## config.mk

```make
export PLATFORM = sky130hd
export DESIGN_NAME = time_series_similarity
export DESIGN_NICKNAME = d
export VERILOG_FILES = /design/src/design/tss_pkg.sv /design/src/design/tss_ctrl.sv /design/src/design/tss_dp.sv /design/src/design/time_series_similarity.sv
export VERILOG_INCLUDE_DIRS = /design/src /design/src/design
export SDC_FILE = /design/constraint.sdc
export NUM_CORES = 2
export LEC_CHECK = 0
export ABC_AREA = 1
export BUFFER_PORTS_ARGS = -buffer_cell sky130_fd_sc_hd__buf_2
export CORE_MARGIN = 5
export CORE_UTILIZATION = 39
export DETAILED_ROUTE_END_ITERATION = 10
export PLACE_DENSITY = 0.58
export SLEW_MARGIN = 25
export SYNTH_ARGS = -nofsm -noshare
export SYNTH_HDL_FRONTEND = slang
export SYNTH_SLANG_ARGS = --single-unit
export TNS_END_PERCENT = 50
```

## constraint.sdc

```tcl
create_clock -name clk -period 14.9 [get_ports clk]
set_input_delay 2.98 -clock clk [delete_from_list [all_inputs] [get_ports clk]]
set_output_delay 2.98 -clock clk [all_outputs]
set_load 0.05 [all_outputs]
```

## src/design/time_series_similarity_defines.svh

```systemverilog
// Assertion macros used by the time_series_similarity controller (tss_ctrl).
// Expects signals named clk and rst_n in the including module.
`ifndef TIME_SERIES_SIMILARITY_DEFINES_SVH
`define TIME_SERIES_SIMILARITY_DEFINES_SVH

// same-cycle implication
`define TSS_ASSERT_IMP(lbl, ante, cons, msg) \
  lbl: assert property (@(posedge clk) disable iff (!rst_n) (ante) |-> (cons)) \
    else $error(msg);

// next-cycle implication
`define TSS_ASSERT_NXT(lbl, ante, cons, msg) \
  lbl: assert property (@(posedge clk) disable iff (!rst_n) (ante) |=> (cons)) \
    else $error(msg);

`endif

```

## src/design/tss_pkg.sv

```systemverilog
// Package for time_series_similarity: widths, mode codes and the
// command/status structs between controller and datapath. No dependencies.
`timescale 1ns / 1ps
`default_nettype none

package tss_pkg;

  localparam int SAMPLE_W          = 16;
  localparam int MAX_SERIES_LENGTH = 4096;
  localparam int CNT_W             = $clog2(MAX_SERIES_LENGTH + 1);
  localparam int PROD_W            = 2 * SAMPLE_W - 1;
  localparam int SUM_W             = 48;
  localparam int NUM_W             = PROD_W + CNT_W;
  localparam int DIV_W             = CNT_W + 1;
  localparam int STEP_W            = $clog2(NUM_W + 1);
  localparam int RES_W             = NUM_W + 2;
  localparam int SIM_W             = 32;
  localparam int FRAC_W            = 24;
  localparam int MODE_W            = 3;
  localparam int IN_DATA_W         = 2 * SAMPLE_W;

  typedef enum logic [MODE_W-1:0] {
    MODE_POS_RECT = 3'd0,
    MODE_MEAN_P1  = 3'd1,
    MODE_CLAMP    = 3'd2,
    MODE_ABS      = 3'd3,
    MODE_NEG_PART = 3'd4,
    MODE_GAUSS    = 3'd5,
    MODE_MEAN     = 3'd6,
    MODE_NEG_RECT = 3'd7
  } mode_t;

  localparam mode_t MODE_RESET = MODE_MEAN;

  typedef struct packed {
    logic take;
    logic load;
    logic step;
    logic finish;
  } dp_cmd_t;

  typedef struct packed {
    logic div_done;
  } dp_sts_t;

endpackage

`default_nettype wire

```

## src/design/tss_ctrl.sv

```systemverilog
// Controller for time_series_similarity: sequences accumulate, divide and
// result hand-off. Depends on tss_pkg and time_series_similarity_defines.svh.
`timescale 1ns / 1ps
`default_nettype none
`include "time_series_similarity_defines.svh"

module tss_ctrl (
  input  wire logic            clk,
  input  wire logic            rst_n,
  input  wire logic            in_tvalid,
  input  wire logic            in_tlast,
  output logic                 in_tready,
  input  wire logic            out_tready,
  output logic                 out_tvalid,
  output tss_pkg::dp_cmd_t     cmd,
  input  wire tss_pkg::dp_sts_t sts
);
  import tss_pkg::*;

  typedef enum logic [2:0] {
    S_ACC,
    S_DRAIN,
    S_LOAD,
    S_DIV,
    S_DONE
  } state_t;

  state_t state_r, state_nxt;
  logic   out_valid_r, out_valid_nxt;

  always_comb begin
    in_tready  = (state_r == S_ACC);
    cmd.take   = in_tvalid && in_tready;
    cmd.load   = (state_r == S_LOAD);
    cmd.step   = (state_r == S_DIV);
    cmd.finish = (state_r == S_DONE) && (!out_valid_r || out_tready);
    out_tvalid = out_valid_r;
  end

  always_comb begin
    state_nxt = state_r;
    unique case (state_r)
      S_ACC: begin
        if (cmd.take && in_tlast) state_nxt = S_DRAIN;
      end
      S_DRAIN: state_nxt = S_LOAD;
      S_LOAD:  state_nxt = S_DIV;
      S_DIV: begin
        if (sts.div_done) state_nxt = S_DONE;
      end
      S_DONE: begin
        if (cmd.finish) state_nxt = S_ACC;
      end
      default: state_nxt = S_ACC;
    endcase
    if (cmd.finish) begin
      out_valid_nxt = 1'b1;
    end else if (out_tready) begin
      out_valid_nxt = 1'b0;
    end else begin
      out_valid_nxt = out_valid_r;
    end
  end

  always_ff @(posedge clk) begin
    if (!rst_n) begin
      state_r     <= S_ACC;
      out_valid_r <= 1'b0;
    end else begin
      state_r     <= state_nxt;
      out_valid_r <= out_valid_nxt;
    end
  end

  `TSS_ASSERT_NXT(a_last_stalls, cmd.take && in_tlast, !in_tready, "input open after last")
  `TSS_ASSERT_IMP(a_finish_free, cmd.finish, !out_valid_r || out_tready, "result overwritten")
  `TSS_ASSERT_NXT(a_finish_valid, cmd.finish, out_valid_r && in_tready, "result not posted")
  `TSS_ASSERT_NXT(a_div_exit, cmd.step && sts.div_done, state_r == S_DONE, "divide exit lost")

endmodule

`default_nettype wire

```

## src/design/tss_dp.sv

```systemverilog
// Datapath for time_series_similarity: multiplier, product sums, pair count,
// bit-serial divider, mode transform and result register. Depends on tss_pkg.
`timescale 1ns / 1ps
`default_nettype none

module tss_dp (
  input  wire logic                          clk,
  input  wire logic                          rst_n,
  input  wire logic                          cfg_we,
  input  wire logic [tss_pkg::MODE_W-1:0]    cfg_wdata,
  input  wire logic [tss_pkg::SAMPLE_W-1:0]  in_a,
  input  wire logic [tss_pkg::SAMPLE_W-1:0]  in_b,
  input  wire tss_pkg::dp_cmd_t              cmd,
  output tss_pkg::dp_sts_t                   sts,
  output logic [tss_pkg::SIM_W-1:0]          res_sim,
  output logic                               res_flag
);
  import tss_pkg::*;

  localparam logic [CNT_W-1:0] MAX_CNT = CNT_W'(MAX_SERIES_LENGTH);
  localparam logic signed [RES_W-1:0] ONE_Q = RES_W'(64'd1 << FRAC_W);
  localparam logic signed [RES_W-1:0] SAT_HI =
    {{(RES_W-SIM_W+1){1'b0}}, {(SIM_W-1){1'b1}}};
  localparam logic signed [RES_W-1:0] SAT_LO =
    {{(RES_W-SIM_W+1){1'b1}}, {(SIM_W-1){1'b0}}};

  mode_t               mode_r;
  logic [CNT_W-1:0]    cnt_r;
  logic                pv_r;
  logic                sgn_r;
  logic [PROD_W-1:0]   mag_r;
  logic [SUM_W-1:0]    psum_r, psum_nxt;
  logic [SUM_W-1:0]    asum_r, asum_nxt;
  logic [NUM_W-1:0]    quo_r;
  logic [DIV_W-1:0]    rem_r;
  logic [DIV_W-1:0]    dvs_r;
  logic [STEP_W-1:0]   step_r;
  logic                neg_r;
  logic                czero_r;
  logic [SIM_W-1:0]    sim_r;
  logic                flag_r;

  logic [SAMPLE_W:0]     a_mag, b_mag;
  logic [PROD_W-1:0]     mag_full;
  logic [SUM_W-1:0]      mag_ext, psum_mag, num_full;
  logic [DIV_W:0]        rem_sh, rem_sub;
  logic                  ge;
  logic signed [RES_W-1:0] q_ext, mean, z;
  logic [SIM_W-1:0]      sat;

  always_comb begin
    a_mag    = in_a[SAMPLE_W-1] ? ((SAMPLE_W+1)'(0) - {in_a[SAMPLE_W-1], in_a})
                                : {1'b0, in_a};
    b_mag    = in_b[SAMPLE_W-1] ? ((SAMPLE_W+1)'(0) - {in_b[SAMPLE_W-1], in_b})
                                : {1'b0, in_b};
    mag_full = PROD_W'(a_mag) * PROD_W'(b_mag);

    mag_ext  = {{(SUM_W-PROD_W){1'b0}}, mag_r};
    psum_nxt = sgn_r ? (psum_r - mag_ext) : (psum_r + mag_ext);
    asum_nxt = asum_r + mag_ext;

    psum_mag = psum_r[SUM_W-1] ? (SUM_W'(0) - psum_r) : psum_r;
    case (mode_r)
      MODE_POS_RECT: num_full = psum_r + asum_r;
      MODE_NEG_RECT: num_full = asum_r - psum_r;
      default:       num_full = psum_mag;
    endcase

    rem_sh  = {rem_r, quo_r[NUM_W-1]};
    rem_sub = rem_sh - {1'b0, dvs_r};
    ge      = (rem_sh >= {1'b0, dvs_r});

    q_ext = signed'({2'b00, quo_r});
    mean  = neg_r ? -q_ext : q_ext;
    case (mode_r) inside
      MODE_MEAN_P1:                       z = mean + ONE_Q;
      MODE_CLAMP:                         z = neg_r ? RES_W'(0) : q_ext;
      MODE_ABS, MODE_POS_RECT, MODE_NEG_RECT: z = q_ext;
      MODE_NEG_PART:                      z = neg_r ? q_ext : RES_W'(0);
      MODE_MEAN:                          z = mean;
      default:                            z = RES_W'(0);
    endcase
    if (czero_r) z = RES_W'(0);
    if (z > SAT_HI) begin
      sat = SAT_HI[SIM_W-1:0];
    end else if (z < SAT_LO) begin
      sat = SAT_LO[SIM_W-1:0];
    end else begin
      sat = z[SIM_W-1:0];
    end

    sts.div_done = cmd.step && (step_r == STEP_W'(1));
    res_sim      = sim_r;
    res_flag     = flag_r;
  end

  always_ff @(posedge clk) begin
    if (!rst_n) begin
      mode_r <= MODE_RESET;
      cnt_r  <= '0;
      pv_r   <= 1'b0;
      psum_r <= '0;
      asum_r <= '0;
    end else begin
      if (cfg_we) mode_r <= mode_t'(cfg_wdata);
      pv_r <= 1'b0;
      if (cmd.take && (cnt_r < MAX_CNT)) begin
        cnt_r <= cnt_r + CNT_W'(1);
        pv_r  <= 1'b1;
      end
      if (pv_r) begin
        psum_r <= psum_nxt;
        asum_r <= asum_nxt;
      end
      if (cmd.finish) begin
        cnt_r  <= '0;
        psum_r <= '0;
        asum_r <= '0;
      end
    end
  end

  always_ff @(posedge clk) begin
    if (cmd.take) begin
      mag_r <= mag_full;
      sgn_r <= in_a[SAMPLE_W-1] ^ in_b[SAMPLE_W-1];
    end
    if (cmd.load) begin
      quo_r   <= num_full[NUM_W-1:0];
      rem_r   <= '0;
      dvs_r   <= ((mode_r == MODE_POS_RECT) || (mode_r == MODE_NEG_RECT)) ?
                 {cnt_r, 1'b0} : {1'b0, cnt_r};
      step_r  <= STEP_W'(NUM_W);
      neg_r   <= psum_r[SUM_W-1];
      czero_r <= (cnt_r == '0);
    end else if (cmd.step) begin
      rem_r  <= ge ? rem_sub[DIV_W-1:0] : rem_sh[DIV_W-1:0];
      quo_r  <= {quo_r[NUM_W-2:0], ge};
      step_r <= step_r - STEP_W'(1);
    end
    if (cmd.finish) begin
      sim_r  <= sat;
      flag_r <= (mode_r == MODE_GAUSS);
    end
  end

endmodule

`default_nettype wire

```

## src/design/time_series_similarity.sv

```systemverilog
// Usage: stream paired Q3.12 samples in on the in_ channel, one pair per
// transfer; in_tlast marks the last pair of a series.
// Each pair within a series is taken in one cycle; the block accumulates the
// signed and absolute product sums and counts pairs (up to 4096 per series).
// After the last pair in_tready drops while a bit-serial divider runs, one
// quotient bit per cycle over 44 bits; the controller steps through the drain,
// load, divide and done states before the Q7.24 result appears on out_tvalid.
// The result sits in an output register: the next series streams in while it
// waits; after that series' last pair the block holds with in_tready low
// until out_tready takes the waiting result.
// out_tuser is set when mode 5 (unsupported) is selected; the result is then 0.
// cfg_we writes similarity_mode from cfg_wdata; write it only while idle.
// Reset (rst_n low, synchronous) clears the sums and count, drops out_tvalid
// and sets similarity_mode to 6 (plain mean).
// Depends on tss_pkg, tss_ctrl and tss_dp.
`timescale 1ns / 1ps
`default_nettype none

module time_series_similarity (
  input  wire logic                          clk,
  input  wire logic                          rst_n,
  input  wire logic                          cfg_we,
  input  wire logic [tss_pkg::MODE_W-1:0]    cfg_wdata,     // similarity_mode
  input  wire logic                          in_tvalid,
  output logic                               in_tready,
  input  wire logic [tss_pkg::IN_DATA_W-1:0] in_tdata,      // sample_a, sample_b
  input  wire logic                          in_tlast,
  output logic                               out_tvalid,
  input  wire logic                          out_tready,
  output logic [tss_pkg::SIM_W-1:0]          out_tdata,     // similarity
  output logic                               out_tuser      // mode_unsupported
);
  import tss_pkg::*;

  dp_cmd_t cmd;
  dp_sts_t sts;

  tss_ctrl u_ctrl (
    .clk        (clk),
    .rst_n      (rst_n),
    .in_tvalid  (in_tvalid),
    .in_tlast   (in_tlast),
    .in_tready  (in_tready),
    .out_tready (out_tready),
    .out_tvalid (out_tvalid),
    .cmd        (cmd),
    .sts        (sts)
  );

  tss_dp u_dp (
    .clk       (clk),
    .rst_n     (rst_n),
    .cfg_we    (cfg_we),
    .cfg_wdata (cfg_wdata),
    .in_a      (in_tdata[SAMPLE_W-1:0]),
    .in_b      (in_tdata[IN_DATA_W-1:SAMPLE_W]),
    .cmd       (cmd),
    .sts       (sts),
    .res_sim   (out_tdata),
    .res_flag  (out_tuser)
  );

endmodule

`default_nettype wire
```

==> results.toml <==
[clock_network]
cts_htree_levels = 2
cts_buffers = 35
cts_hold_buf = 0
clk_pin_slew_worst_paths_ps = 60
clock_sinks = 258
post_cts_buffers = 0
cts_tree = "yes"
clk_latency_ps = 570
ctsResizeCount = 0
clock_path_buffers = 3
cts_root_buf = "clkbuf_16"

[detailed_routing]
via_per_inst = 5.29
remaining_drc_errors = 0
wl_um = 114000
drt-wirelength-per-cell_um = 18.6
drt_iter0_drc = 2766
dr.pass1.iters = 6
vias = 32500
ant_nets = 0

[die]
io_pins = 76
start_util_pct = 39.4
die_x_um = 304
fp.dieH_um = 304
design.die.area_sq_mm = 0.0923
core-area_sq_mm = 0.0854
placementRows = 107

[logic_synthesis]
synth_edf_count = 125
yosys_warnings = 0
synth_cells = 4943
syn-cell-area_sq_mm = 0.0337
yosysTopAreaCell = "fa_1"
yosys_most_used_dff = "dfxtp_1"
synth_seq_cells = 258
async_reset_ff_share_pct = 0
netlist_top_cells_count = "991 x nand2_1, 894 x inv_1, 517 x nor2_1"
synthDominantCellAreaShare_pct = 13.4
synth_area_per_cell_sq_um = 6.81
synth_most_common_cell = "nand2_1"
synth_cell_type_count = 65
seq_area_frac_synth_pct = 19.0
synth_area_leaders = "fa_1 13%, edfxtp_1 11%, nand2_1 11%"

[timing]
fin_skew_ps = 19.6
tightest_slew_ps = 1020
period_share_pct = 70.3
maxSlewViolCount = 0
slew_headroom_pct = 31.0
post-route-min-period_ps = 10470
max_clock_freq_mhz = 95.5
hold_viol = 0
holdWs_ps = 473
setup_violations = 0
rsz0062_at_grt = "no"
setup_tns_ps = 0
finalWorstSetupSlack_ps = 4430

[worst_setup_path]
path_max_fanout = 15
reg2reg_to = "u_dp.quo_r[39]"
r2r_start = "u_dp.psum_r[1]"
cp_common_cell = "inv_1"
crit_path_start_kind = "input port"
critPathRequiredTime_ps = 15190
rr_worst_depth = 23
crit_type = "input port to flop"
end_kind = "flop"
cpMaxStageDelayCell = "xnor2_1"
crit_arrival_ps = 10760
reg2reg_slack_ps = 9340
crit_path_max_incr_delay_ps = 590

[placement]
place.gp.congestion = 0.999
post_dp_cell_area_sq_mm = 0.0353
place_ws_ps = 3950
hpwl_um = 93600
port_buffers = 75

[finish]
fin_area_sq_mm = 0.0363
nets = 5475
n_antenna_cell = 0
drive_above_1_share_pct = 5.84
areaGrowthSynthToFinish_pct = 7.91

[run]
drv_cap = 0

[power_and_ir_drop]
powerDensity_mw_per_mm2 = 206
peakVddDrop_mv = 0.381
leakage_nw = 17.7

[run_status]
status = "complete, no violations"

[hold_path]
holdPathEnd = "u_dp.rem_r[1]"
whs_path_depth = 2
hp-start = "u_dp.rem_r[1]"
hold_path_class = "flop to flop"

[global_route]
grt_max_degree = 90
antenna_found_initial = 6
grt_pass1_vias = 30500
grt_pass1_wl_um = 178000
grt_usage_pct = 24.0
overflow = 0
sequential cells by signal (all words and copies together) (netlist names), 13 cells and up:
| name | cells |
|---|---|
| u_dp.rem_r | 14 |
| u_dp.psum_r | 48 |
| u_dp.quo_r | 44 |
| u_dp.res_sim | 32 |
| u_dp.cnt_r | 13 |
| u_dp.mag_r | 31 |
| u_dp.dvs_r | 14 |
| u_dp.asum_r | 44 |
worst max-delay path: cells and delay by family:
kind	cells	cell delay, ps
compound gates	5	770
xor+xnor	2	680
simple gates	8	1430
fa+ha+maj	8	3660
buf+inv	9	1220
how the worst max path moves through the flow:
stage	start	end	depth (start not counted)
finish	in_tdata[16]	u_dp.mag_r[27]	32
global route	in_tdata[16]	u_dp.mag_r[27]	32
CTS	in_tdata[16]	u_dp.mag_r[27]	32
detailed placement	in_tdata[16]	u_dp.mag_r[27]	32
global placement	in_tdata[16]	u_dp.mag_r[27]	32
floorplan	in_tdata[0]	u_dp.mag_r[27]	34
where the power goes:
group	total (mW)	leakage [nW]	switching (mW)	internal, mW
sequential	1.36	2.24	0.252	1.10
combinational	5.33	15.0	3.40	1.94
clock	0.795	0.507	0.347	0.449
total	7.49	17.7	4.00	3.49
kinds of logic after synthesis:
family / count (synthesis) / share of synthesized area (%)
other: 2 / 0.0223
and+or+nand+nor: 1954 / 24.8
AOI/OAI and AO/OA: 1016 / 16.7
buffers and inverters: 1047 / 11.9
DFF: 258 / 19.0
xor gates and xnor gates: 204 / 5.30
adders and majority gates: 462 / 22.2
metrics by stage:
step                power [mW]  cells  utilization [%]
finish                    7.49   6143             42.6
global route              8.34   6143             42.6
CTS                       7.51   6142             42.5
detailed placement        6.67   6078             41.3
global placement          6.64   6078             41.3
floorplan                 5.29   4969                -
metal layers:
| layer | vias up | global-route usage (%) | part of all wire [%] |
|---|---|---|---|
| li1 | 16000 | - | - |
| met2 | 1087 | 38.4 | 44 |
| met4 | 8 | 8.75 | 4.3 |
| met3 | 191 | 3.33 | 6.5 |
| met1 | 15200 | 33.3 | 45 |
| met5 | - | 0 | 0.047 |
cell type report:
type                       instances  area (sq um)
clock buffer                      46           941
timing repair buffer             101           591
fill                            9159         49100
tap                             1144          1430
inverter                         912          3420
clock inverter                    18           111
sequential                       258          6420
multi-input combinational       3664         23400
cell usage in the layout, fill, tap and decap left out, types with 53 or more instances in the layout:
cell,instances
nor2_1,513
edfxtp_1,125
xnor2_1,60
fa_1,226
inv_1,893
dfxtp_1,131
nand4_1,53
xor2_1,143
o21ai_0,394
buf_2,75
nand2_1,989
ha_1,236
a31oi_1,59
nand3_1,164
nor3_1,68
a21oi_1,383
Note: power is estimated with default switching activity, not from simulation.
